==> config.mk <==
export PLATFORM = sky130hd
export DESIGN_NAME = touch_tap_drag_classifier
export DESIGN_NICKNAME = d
export VERILOG_FILES = /design/src/hw/rtl/ttdc_pkg.sv /design/src/hw/rtl/ttdc_eval.sv /design/src/hw/rtl/ttdc_out_fifo.sv /design/src/hw/rtl/touch_tap_drag_classifier.sv
export SDC_FILE = /design/constraint.sdc
export NUM_CORES = 2
export LEC_CHECK = 0
export BUFFER_PORTS_ARGS = -buffer_cell sky130_fd_sc_hd__buf_4
export CORE_ASPECT_RATIO = 0.5
export CORE_MARGIN = 4
export CORE_UTILIZATION = 40
export DETAILED_ROUTE_END_ITERATION = 10
export PLACE_DENSITY = 0.57
export SLEW_MARGIN = 20
export SYNTH_ARGS = -nofsm -noshare
export SYNTH_HDL_FRONTEND = slang
export SYNTH_SLANG_ARGS = --single-unit
==> constraint.sdc <==
create_clock -name clock -period 13.7 [get_ports clock]
set_input_delay 0.685 -clock clock [delete_from_list [all_inputs] [get_ports clock]]
set_output_delay 0.685 -clock clock [all_outputs]
set_load 0.05 [all_outputs]
==> src/hw/rtl/ttdc_pkg.sv <==
// ----------------------------------------------------------------------------
// ttdc_pkg
// Types, codes and constants of the touch tap/drag classifier.
// ----------------------------------------------------------------------------
package ttdc_pkg;

   localparam int FRAC_BITS   = 4;
   localparam int COORD_BITS  = 16;
   localparam int PX_BITS     = 12;
   localparam int STEP_BITS   = 14;
   localparam int SLOP_BITS   = 12;
   localparam int WINDOW_BITS = 16;
   localparam int STAMP_BITS  = 32;
   localparam int HALF        = (1 << FRAC_BITS) >> 1;

   localparam logic [SLOP_BITS-1:0]   SLOP_RESET   = 12'd384;
   localparam logic [WINDOW_BITS-1:0] WINDOW_RESET = 16'd400;

   // result queue
   localparam int FIFO_DEPTH = 4;
   localparam int PTR_BITS   = 2;
   localparam int CNT_BITS   = 3;

   // register map
   localparam int CSR_INDEX_BITS = 1;
   localparam logic [CSR_INDEX_BITS-1:0] REG_SLOP   = 1'b0;
   localparam logic [CSR_INDEX_BITS-1:0] REG_WINDOW = 1'b1;

   typedef enum logic [1:0] {
      CMD_DOWN   = 2'd0,
      CMD_MOVE   = 2'd1,
      CMD_UP     = 2'd2,
      CMD_CANCEL = 2'd3
   } cmd_type;

   typedef enum logic [2:0] {
      KIND_HOVER    = 3'd0,
      KIND_WHEEL    = 3'd1,
      KIND_DRAG_END = 3'd2,
      KIND_CLICK    = 3'd3,
      KIND_DOUBLE   = 3'd4
   } kind_type;

   typedef struct packed {
      cmd_type                 command;
      logic [COORD_BITS-1:0]   pos_x;
      logic [COORD_BITS-1:0]   pos_y;
      logic [STAMP_BITS-1:0]   stamp_ms;
   } item_type;

   typedef struct packed {
      kind_type                     kind;
      logic [PX_BITS-1:0]           px_x;
      logic [PX_BITS-1:0]           px_y;
      logic signed [STEP_BITS-1:0]  wheel_step;
      logic signed [STEP_BITS-1:0]  drag_dx;
      logic signed [STEP_BITS-1:0]  drag_dy;
      logic                         last;
   } result_type;

   typedef struct packed {
      logic [1:0]  count;   // 0, 1 or 2 results
      result_type  first;
      result_type  second;
   } push_type;

   typedef struct packed {
      logic [COORD_BITS-1:0]  start_x;
      logic [COORD_BITS-1:0]  start_y;
      logic [COORD_BITS-1:0]  prev_y;
      logic                   is_down;
      logic                   is_dragging;
      logic [COORD_BITS-1:0]  tap_x;
      logic [COORD_BITS-1:0]  tap_y;
      logic [STAMP_BITS-1:0]  tap_time;
      logic                   tap_valid;
   } gstate_type;

endpackage

==> src/hw/rtl/ttdc_eval.sv <==
// ----------------------------------------------------------------------------
// ttdc_eval
// One-pass gesture evaluation: next gesture state and the results of one word.
// ----------------------------------------------------------------------------
module ttdc_eval import ttdc_pkg::*; (
   input  item_type                  item,
   input  gstate_type                cur,
   input  logic [SLOP_BITS-1:0]      slop,
   input  logic [WINDOW_BITS-1:0]    window,
   input  logic [2*SLOP_BITS-1:0]    slop_sq,
   output gstate_type                nxt,
   output push_type                  push
);

   function automatic logic [COORD_BITS-1:0] mag_diff(input logic [COORD_BITS-1:0] a,
                                                      input logic [COORD_BITS-1:0] b);
      return (a >= b) ? (a - b) : (b - a);
   endfunction

   logic [COORD_BITS-1:0]     ax, ay, wy, tx, ty, dxm, dym;
   logic [2*COORD_BITS-1:0]   sq_x, sq_y;
   logic [2*COORD_BITS:0]     dist_sq;
   logic                      far;
   logic [COORD_BITS:0]       wy_sum;
   logic [STEP_BITS-2:0]      wy_rnd;
   logic signed [STEP_BITS-1:0] step, dx, dy;
   logic [PX_BITS-1:0]        dx_t, dy_t, px_x, px_y;
   logic [STAMP_BITS-1:0]     elapsed;
   logic                      dbl;
   result_type                base;

   always_comb begin
      ax      = mag_diff(item.pos_x, cur.start_x);
      ay      = mag_diff(item.pos_y, cur.start_y);
      sq_x    = ax * ax;
      sq_y    = ay * ay;
      dist_sq = {1'b0, sq_x} + {1'b0, sq_y};
      far     = dist_sq > (2*COORD_BITS+1)'(slop_sq);

      // wheel step, rounded half away from zero
      wy     = mag_diff(item.pos_y, cur.prev_y);
      wy_sum = {1'b0, wy} + (COORD_BITS+1)'(HALF);
      wy_rnd = wy_sum[FRAC_BITS +: STEP_BITS-1];
      step   = (item.pos_y < cur.prev_y) ? -{1'b0, wy_rnd} : {1'b0, wy_rnd};

      // whole-stroke displacement, toward zero
      dxm  = mag_diff(item.pos_x, cur.start_x);
      dym  = mag_diff(item.pos_y, cur.start_y);
      dx_t = dxm[FRAC_BITS +: PX_BITS];
      dy_t = dym[FRAC_BITS +: PX_BITS];
      dx   = (item.pos_x < cur.start_x) ? -{2'b00, dx_t} : {2'b00, dx_t};
      dy   = (item.pos_y < cur.start_y) ? -{2'b00, dy_t} : {2'b00, dy_t};

      tx      = mag_diff(item.pos_x, cur.tap_x);
      ty      = mag_diff(item.pos_y, cur.tap_y);
      elapsed = item.stamp_ms - cur.tap_time;
      dbl     = cur.tap_valid
                && (elapsed < STAMP_BITS'(window))
                && (tx < COORD_BITS'(slop))
                && (ty < COORD_BITS'(slop));
   end

   always_comb begin
      px_x = item.pos_x[FRAC_BITS +: PX_BITS];
      px_y = item.pos_y[FRAC_BITS +: PX_BITS];

      base.kind        = KIND_HOVER;
      base.px_x        = px_x;
      base.px_y        = px_y;
      base.wheel_step  = '0;
      base.drag_dx     = '0;
      base.drag_dy     = '0;
      base.last        = 1'b1;

      nxt         = cur;
      push.count  = 2'd0;
      push.first  = base;
      push.second = base;

      case (item.command)
         CMD_DOWN: begin
            nxt.start_x     = item.pos_x;
            nxt.start_y     = item.pos_y;
            nxt.prev_y      = item.pos_y;
            nxt.is_dragging = 1'b0;
            nxt.is_down     = 1'b1;
            push.count      = 2'd1;
         end
         CMD_MOVE: begin
            if (cur.is_down && (cur.is_dragging || far)) begin
               nxt.is_dragging        = 1'b1;
               nxt.prev_y             = item.pos_y;
               push.first.kind        = KIND_WHEEL;
               push.first.wheel_step  = step;
               push.count             = (step != '0) ? 2'd1 : 2'd0;
            end
         end
         CMD_UP, CMD_CANCEL: begin
            nxt.is_down     = 1'b0;
            nxt.is_dragging = 1'b0;
            if (item.command == CMD_UP && cur.is_down) begin
               if (cur.is_dragging) begin
                  push.first.kind    = KIND_DRAG_END;
                  push.first.drag_dx = dx;
                  push.first.drag_dy = dy;
                  push.count         = 2'd1;
               end else begin
                  nxt.tap_time     = item.stamp_ms;
                  nxt.tap_x        = item.pos_x;
                  nxt.tap_y        = item.pos_y;
                  nxt.tap_valid    = !dbl;
                  push.first.last  = 1'b0;
                  push.second.kind = dbl ? KIND_DOUBLE : KIND_CLICK;
                  push.count       = 2'd2;
               end
            end
         end
         default: begin
            nxt = cur;
         end
      endcase
   end

endmodule

==> src/hw/rtl/ttdc_out_fifo.sv <==
// ----------------------------------------------------------------------------
// ttdc_out_fifo
// Four-entry result queue; takes up to two results a cycle, gives one.
// ----------------------------------------------------------------------------
module ttdc_out_fifo import ttdc_pkg::*; (
   input  logic        clock,
   input  logic        reset,
   input  push_type    push,
   output logic        room,
   output logic        out_valid,
   input  logic        out_ready,
   output result_type  out_data
);

   result_type              entry_ff [FIFO_DEPTH];
   logic [PTR_BITS-1:0]     wr_ptr_ff, wr_ptr_in;
   logic [PTR_BITS-1:0]     rd_ptr_ff, rd_ptr_in;
   logic [CNT_BITS-1:0]     cnt_ff, cnt_in;
   logic                    pop;

   assign out_valid = (cnt_ff != '0);
   assign out_data  = entry_ff[rd_ptr_ff];
   assign pop       = out_valid && out_ready;
   // space for a two-result word, judged on the registered count only
   assign room      = (cnt_ff <= CNT_BITS'(FIFO_DEPTH - 2));

   always_comb begin
      wr_ptr_in = wr_ptr_ff + PTR_BITS'(push.count);
      rd_ptr_in = rd_ptr_ff + PTR_BITS'(pop);
      cnt_in    = cnt_ff + CNT_BITS'(push.count) - CNT_BITS'(pop);
   end

   always_ff @(posedge clock) begin
      if (reset) begin
         wr_ptr_ff <= '0;
         rd_ptr_ff <= '0;
         cnt_ff    <= '0;
      end else begin
         wr_ptr_ff <= wr_ptr_in;
         rd_ptr_ff <= rd_ptr_in;
         cnt_ff    <= cnt_in;
      end
   end

   always_ff @(posedge clock) begin
      if (push.count != 2'd0) begin
         entry_ff[wr_ptr_ff] <= push.first;
      end
      if (push.count == 2'd2) begin
         entry_ff[wr_ptr_ff + PTR_BITS'(1)] <= push.second;
      end
   end

endmodule

==> src/hw/rtl/touch_tap_drag_classifier.sv <==
// ----------------------------------------------------------------------------
// touch_tap_drag_classifier
// Single-finger touch classifier: hover, wheel, drag end, click, double click.
// ----------------------------------------------------------------------------
// A new touch word can be taken every cycle while the queue has room. It is
// held in an input register, evaluated combinationally against the gesture
// state, and its zero, one or two results go into a four-entry result queue
// that drives the rsp side. The input register moves on while the queue holds
// two results or fewer, so the sustained rate is one word per cycle as long as
// words produce at most one result each and the rsp side takes them; a tap
// release yields two results, which leave the queue one at a time. Register
// writes take effect for the next word.
module touch_tap_drag_classifier import ttdc_pkg::*; (
   input  logic                       clock,
   input  logic                       reset,
   // input words
   input  logic                       req_tvalid,
   output logic                       req_tready,
   input  logic [63:0]                req_tdata,  // pos_x[15:0], pos_y[31:16], stamp_ms[63:32]
   input  logic [1:0]                 req_tuser,  // command[1:0]
   // result words
   output logic                       rsp_tvalid,
   input  logic                       rsp_tready,
   output logic [71:0]                rsp_tdata,  // px_x[11:0], px_y[23:12],
                                                  // wheel_step[37:24], drag_dx[51:38],
                                                  // drag_dy[65:52], zero pad[71:66]
   output logic [2:0]                 rsp_tuser,  // kind[2:0]
   output logic                       rsp_tlast,
   // register writes
   input  logic                       csr_valid,
   output logic                       csr_ready,
   input  logic [CSR_INDEX_BITS-1:0]  csr_index,
   input  logic [15:0]                csr_data
);

   logic                      valid_ff, valid_in;
   item_type                  item_ff;
   gstate_type                state_ff, state_nxt;
   logic [SLOP_BITS-1:0]      slop_ff, slop_in;
   logic [WINDOW_BITS-1:0]    window_ff, window_in;
   logic [2*SLOP_BITS-1:0]    slop_sq_ff, slop_sq_in;
   push_type                  push_eval, push_q;
   logic                      room, advance, take;
   result_type                out_data;

   assign advance    = valid_ff && room;
   assign req_tready = !valid_ff || advance;
   assign take       = req_tvalid && req_tready;
   assign valid_in   = take || (valid_ff && !advance);
   assign csr_ready  = 1'b1;

   always_comb begin
      slop_in   = slop_ff;
      window_in = window_ff;
      if (csr_valid) begin
         case (csr_index)
            REG_SLOP:   slop_in   = csr_data[SLOP_BITS-1:0];
            REG_WINDOW: window_in = csr_data;
            default:    slop_in   = slop_ff;
         endcase
      end
      // square kept in step with the slop register
      slop_sq_in = slop_in * slop_in;
   end

   always_ff @(posedge clock) begin
      if (reset) begin
         valid_ff   <= 1'b0;
         state_ff   <= '0;
         slop_ff    <= SLOP_RESET;
         window_ff  <= WINDOW_RESET;
         slop_sq_ff <= (2*SLOP_BITS)'(SLOP_RESET * SLOP_RESET);
      end else begin
         valid_ff   <= valid_in;
         slop_ff    <= slop_in;
         window_ff  <= window_in;
         slop_sq_ff <= slop_sq_in;
         if (advance) begin
            state_ff <= state_nxt;
         end
      end
   end

   always_ff @(posedge clock) begin
      if (take) begin
         item_ff.command  <= cmd_type'(req_tuser);
         item_ff.pos_x    <= req_tdata[15:0];
         item_ff.pos_y    <= req_tdata[31:16];
         item_ff.stamp_ms <= req_tdata[63:32];
      end
   end

   ttdc_eval u_eval (
      .item    (item_ff),
      .cur     (state_ff),
      .slop    (slop_ff),
      .window  (window_ff),
      .slop_sq (slop_sq_ff),
      .nxt     (state_nxt),
      .push    (push_eval)
   );

   always_comb begin
      push_q = push_eval;
      if (!advance) begin
         push_q.count = 2'd0;
      end
   end

   ttdc_out_fifo u_fifo (
      .clock     (clock),
      .reset     (reset),
      .push      (push_q),
      .room      (room),
      .out_valid (rsp_tvalid),
      .out_ready (rsp_tready),
      .out_data  (out_data)
   );

   assign rsp_tdata = {6'b0, out_data.drag_dy, out_data.drag_dx, out_data.wheel_step,
                       out_data.px_y, out_data.px_x};
   assign rsp_tuser = out_data.kind;
   assign rsp_tlast = out_data.last;

endmodule

* After elaboration in Yosys (flattened, before gate mapping)
Memories as Yosys holds them, arrays and structs flattened. A register that Yosys moved wholly into a read port is not among the register bits. Cells that the tools add are included.
Storage, ports and cells: register bits 241, memory bits (writable) 280, bits of input ports 88, output and inout port bits 79, logic and storage cells 128, memories kept 1
Memory list:
- u_fifo.entry_ff | depth 4, width 70, read ports 1, clocked after Yosys merged registers in 1, write ports 2, RTL line ttdc_out_fifo.sv:15 | result_type entry_ff [FIFO_DEPTH];
Operators by class: add/subtract/negate cells 21, multiply operators 3, order comparisons 13, equality and inequality tests 5, muxes and demuxes 35, bitwise operators 1, reductions and logical operators 29
Operator list (count):
- $sub 16x16->16 | 10
- $mux 16 | 6
- $ge 16x16->1 | 5
- $mux 14 | 5
- $mul 16x16->32 | 2
- $mux 32 | 2
- $lt 16x16->1 | 3
- $add 32x32->33 | 1
- $gt 33x24->1 | 1
- $lt 16x12->1 | 2
- $lt 32x16->1 | 1
- $pmux 16 s2 | 1
- $sub 32x32->32 | 1
- $mux 28 | 1
- $neg 12->14 | 2
- $mul 12x12->24 | 1
- $mux 12 | 2
- $add 16x4->17 const B | 1
- $neg 13->14 | 1
- $reduce_bool 14->1 | 1
- $mux 5 | 2
- $logic_and 1x1->1 | 9
- $mux 2 | 4
- $reduce_and 2->1 | 4
- 25 further kinds | 39

* Depth between registers and ports, before layout
depth after elaboration 13, gate-level depth with buffers 62, gate-level depth less buffers 58

* By module
A second synthesis with hierarchy kept.
Unflattened totals: cells, all modules 5685, area total of the unflattened synthesis 54443.5 um2
Modules (own cells, without submodules):
- ttdc_eval | times used 1, cells each 3729, area each 28742.6 um2, seq. area each 0.0 um2
- ttdc_out_fifo | times used 1, cells each 727, area each 14061.0 um2, seq. area each 8548.2 um2
- touch_tap_drag_classifier | times used 1, cells each 1229, area each 11639.9 um2, seq. area each 5305.1 um2

* Least setup slack after synthesis
No wires, ideal clock.
kind flip-flop to flip-flop, start reg item_ff[48] (netlist name), end mem u_fifo.entry_ff[3][43] (netlist name), enable pin, setup time 450 ps, arrival 13662 ps, data required time 13250 ps, slack -412 ps, cell stages (with the launch flop) 53, buffers on the path 6, period minus slack after synthesis 14112 ps, path through edfxtp_1 -> inv_1 -> ha_1 -> inv_1 -> fa_1 -> a21o_1 -> a21o_1 -> a21o_1 -> a21oi_1 -> o21ai_0 -> a221oi_1 -> a21boi_0 -> buf_1 -> clkbuf_1 -> mux2i_1 -> xnor2_1 -> clkinv_1 -> nand2_1 -> [... 17 more ...] -> nand2b_1 -> xor2_1 -> ha_1 -> a2111oi_0 -> o21ai_0 -> o211ai_1 -> nand4_1 -> or4_1 -> nor3_1 -> nand3_1 -> o41ai_1 -> clkbuf_1 -> o21bai_2 -> a211o_1 -> buf_6 -> buf_6 -> buf_6 -> nand2_1
RTL lines:
- start: declaration | RTL line touch_tap_drag_classifier.sv:37 | item_type item_ff;
- end: declaration | RTL line ttdc_out_fifo.sv:15

==> summary by stage <==
Timing
The max-slew violation total from the final report is 0. The minimum clock period after layout is 13.23 ns. The final hold violation count is 0. The relative max-transition margin is 32.5%. Of the available clock period, the critical path in the final layout requires about 97%. For the final database, setup skew stands at 0.0295 ns.

At the pin with the least slew margin, the transition time is 1.01 ns. Setup violations remaining at the end of the flow were counted as 0. Based on the critical path, the design can be clocked at up to 75.6 MHz.

Setup path
The slowest library cell on the worst path is sky130_fd_sc_hd__fa_1. The worst setup path is captured at a flop. Data on the critical path arrives at its endpoint at 13.62 ns. The largest single stage delay on the critical path is 0.57 ns. The worst path required time is 14.09 ns. STA classifies the critical path startpoint as a flop. The path type of the worst setup path is flop to flop.

By instance count, the cell type seen most on the critical path is sky130_fd_sc_hd__fa_1. The largest fanout of any net on the critical path is 52.

Cells and area
The share of cells above drive strength 1 is 11.2%. After the last flow step, the layout net total stands at 6737. The design area is roughly 0.056 sq mm. The filler cells instantiated in the layout total 12000. The area growth from synthesis to layout is 11.8%.

Floorplanning
The region available for standard cell placement spans approximately 0.12 sq mm. The floorplan step set the die height to 259 microns. After floorplanning, the core was divided into 91 placement rows. The die area is 0.132 sq mm. roughly 170 I/O pins were placed. The effective utilization at floorplan is about two fifths.

The horizontal extent of the die is 509 microns.

Status
The flow ran to the end, and the final reports show no timing, DRC or antenna violations.

Place
Once placement finished, the instance area stood at roughly 0.054 sq mm. The count of buffers added on input and output ports is between 150 and 200. At the end of routability-driven placement, the weighted congestion stood at 0.922. The final HPWL from detailed placement is 122000 microns.

Synth
For this run, asynchronously set or reset flops after synthesis account for 0%. The Yosys step of the flow raised 0 warnings. The count of flip-flops with a built-in enable after synthesis is around 170. The top flip-flop cell by instance count after synthesis is sky130_fd_sc_hd__dfxtp_1. In this run the cell area of the synthesized design comes to 0.0502 sq mm. Counting every instance in the synthesized netlist gives 5527. The synthesized flop and latch total is around 520.

Dividing the synthesized area by the synthesized cell count gives 9.09 sq um. After synthesis, flip-flops and latches occupy 24.2% of the total area. The netlist uses 100 different library cells.

Clocking
The root buffer cell chosen for the clock tree is sky130_fd_sc_hd__clkbuf_16. Clock tree synthesis inserted a total of 54 buffers. The clock latency of the later-clocked register in the worst-skew pair is approximately 0.65 ns.

The clock passes through at most 3 buffers. The clock tree synthesis step divided the H-tree into 2 levels. The clock sink count is slightly above 500. The CTS tree is yes. After clock tree synthesis, the clock-pin slew on the worst setup and hold paths is 0.07 ns. The quantity of hold-fixing buffers added after cts is 0.

Routing
In the routed design, unresolved DRC markers number 0. In the final routed layout, each cell accounts on average for roughly 21 microns. Detailed routing inserted a total of 39400 vias. The first-pass iteration count of the detailed router is 6. The first routing iteration left 2951 violations. The post-detailed-route count of antenna-violating nets is 0.

The total length of routed wires is around 160000 microns. The routed via count divided by cell count is 5.33.

GRT
The via count of the first global-routing pass is 40600. The initial antenna violation count is 2. The largest net degree at the start of global routing is 80. The first global-routing pass estimated approximately 240000 microns of wire. For this run, the total global-route usage over all layers was measured as around a quarter. The residual overflow from global routing is 0.

Run
Max-cap violations in this run came to 0.

Min path
The type of the worst min-delay path is input pin to flop.
[path summary, 6_finish.rpt]
kind,startpoint,slack [ns],to,cells past startpoint
worst max-delay path,item_ff[48],0.47,u_fifo.entry_ff[2][43],54
worst min-delay path,req_tdata[13],0.21,item_ff[61],1
worst max register to register,item_ff[48],0.47,u_fifo.entry_ff[2][43],54
worst min register to register,state_ff[7],0.45,state_ff[7],2
[critical path, delay by kind of cell (launching register included)]
kind	cells	cell delay [ns]
adder cells (fa/ha/maj)	12	5.16
buffers and inverters	11	1.29
AND/OR/NAND/NOR	11	1.85
multiplexers	1	0.34
flip-flops	1	0.38
AO/OA/AOI/OAI	17	3.52
XOR/XNOR	2	0.32
[stage by stage]
step,cells,hold slack (ns),utilization [%],setup TNS (ns),setup WS (ns)
after floorplan,5532,0.425,-,0,0.0553
after global placement,7266,0.432,43.5,-0.0532,-0.0532
after detailed placement,7266,0.440,43.5,-0.146,-0.0955
after CTS,7370,0.173,45.0,0,0.00261
after global routing,7390,0.178,45.3,-0.0290,-0.0235
final,7391,0.212,45.3,0,0.468
[sequential cells by signal, summed over array words and instances (netlist names)]
| signal | cells |
|---|---|
| u_fifo.entry_ff | 280 |
| state_ff | 115 |
| item_ff | 66 |
| slop_sq_ff | 22 |
| window_ff | 16 |
| slop_ff | 12 |
| u_fifo.cnt_ff | 3 |
| u_fifo.rd_ptr_ff | 2 |
| u_fifo.wr_ptr_ff | 2 |
| valid_ff | 1 |
[kinds of logic (layout without fill, tap and decap cells)]
kind of cell | count (synthesis) | after routing | share of synthesized area [%]
xor+xnor | 174 | 174 | 3.06
simple gates | 1479 | 1479 | 13.1
flops | 519 | 519 | 24.2
other cells | 2 | 8 | 0.0150
mux | 268 | 268 | 7.18
compound gates | 971 | 971 | 12.2
fa+ha+maj | 979 | 979 | 31.5
buf+inv | 1135 | 1319 | 8.76
[cells in the mapped netlist, types with 113 or more instances]
cell type	instances	share of area [%]
sky130_fd_sc_hd__clkbuf_1	188	1.4
sky130_fd_sc_hd__dfxtp_1	345	14
sky130_fd_sc_hd__nand2_1	642	4.8
sky130_fd_sc_hd__a21oi_1	359	3.6
sky130_fd_sc_hd__a21o_1	120	1.8
sky130_fd_sc_hd__fa_1	476	19
sky130_fd_sc_hd__mux2i_1	177	3.5
sky130_fd_sc_hd__o21ai_0	172	1.7
sky130_fd_sc_hd__edfxtp_1	174	10
sky130_fd_sc_hd__xnor2_1	113	2.0
sky130_fd_sc_hd__ha_1	503	13
sky130_fd_sc_hd__nor2_1	394	2.9
sky130_fd_sc_hd__inv_1	872	6.5
[layout make-up]
class | instances | area (sq um) | share of cell area [%]
diodes | 1 | 2.50 | 0.00446
clock inverters | 36 | 340 | 0.606
flip-flops and latches | 519 | 12100 | 21.6
repair buffers | 334 | 2710 | 4.82
well taps | 1674 | 2090 | 3.73
inverters | 883 | 3330 | 5.93
clock buffers | 66 | 1470 | 2.62
multi-input cells | 3878 | 34100 | 60.7
[placed cells by master (no fill, tap or decap), types with 23 or more instances in the layout]
master	n
sky130_fd_sc_hd__o21ai_0	167
sky130_fd_sc_hd__a21oi_1	357
sky130_fd_sc_hd__nand3_1	82
sky130_fd_sc_hd__mux2i_1	172
sky130_fd_sc_hd__edfxtp_1	174
sky130_fd_sc_hd__nor3_1	43
sky130_fd_sc_hd__or2_2	23
sky130_fd_sc_hd__xor2_1	56
sky130_fd_sc_hd__o211ai_1	24
sky130_fd_sc_hd__nand4_1	30
sky130_fd_sc_hd__fa_1	475
sky130_fd_sc_hd__buf_4	314
sky130_fd_sc_hd__mux4_2	70
sky130_fd_sc_hd__a211oi_1	25
sky130_fd_sc_hd__inv_1	870
sky130_fd_sc_hd__clkbuf_16	59
sky130_fd_sc_hd__nor2_1	390
sky130_fd_sc_hd__o21a_1	37
sky130_fd_sc_hd__nor2b_1	38
sky130_fd_sc_hd__xnor2_1	103
sky130_fd_sc_hd__ha_1	502
sky130_fd_sc_hd__o21bai_1	33
sky130_fd_sc_hd__a21o_1	119
sky130_fd_sc_hd__dfxtp_1	343
sky130_fd_sc_hd__nand2_1	637
sky130_fd_sc_hd__and2_1	87
sky130_fd_sc_hd__nand2b_1	44
[layer usage]
| layer | GRT usage [%] | wire length [microns] | vias to the layer above |
|---|---|---|---|
| met2 | 38.2 | 72200 | 1111 |
| met1 | 32.8 | 70600 | 19600 |
| met4 | 5.69 | 4040 | 0 |
| met3 | 3.02 | 9000 | 196 |
| li1 | - | - | 18500 |
| met5 | 0 | 0 | - |
[timing repair]
action / 4_1_cts / 5_1_grt
hold endpoints to repair: 0 / 0
endpoints found under the setup margin: 97 / 405
gates resized for setup: 2 / 48
pin swaps: 0 / 4
cloned: 0 / 4
setup buffers: 2 / 16
Power is left out: the tool's default activity adds up to more than one toggle a clock period on the data nets, which glitch-free logic cannot reach.
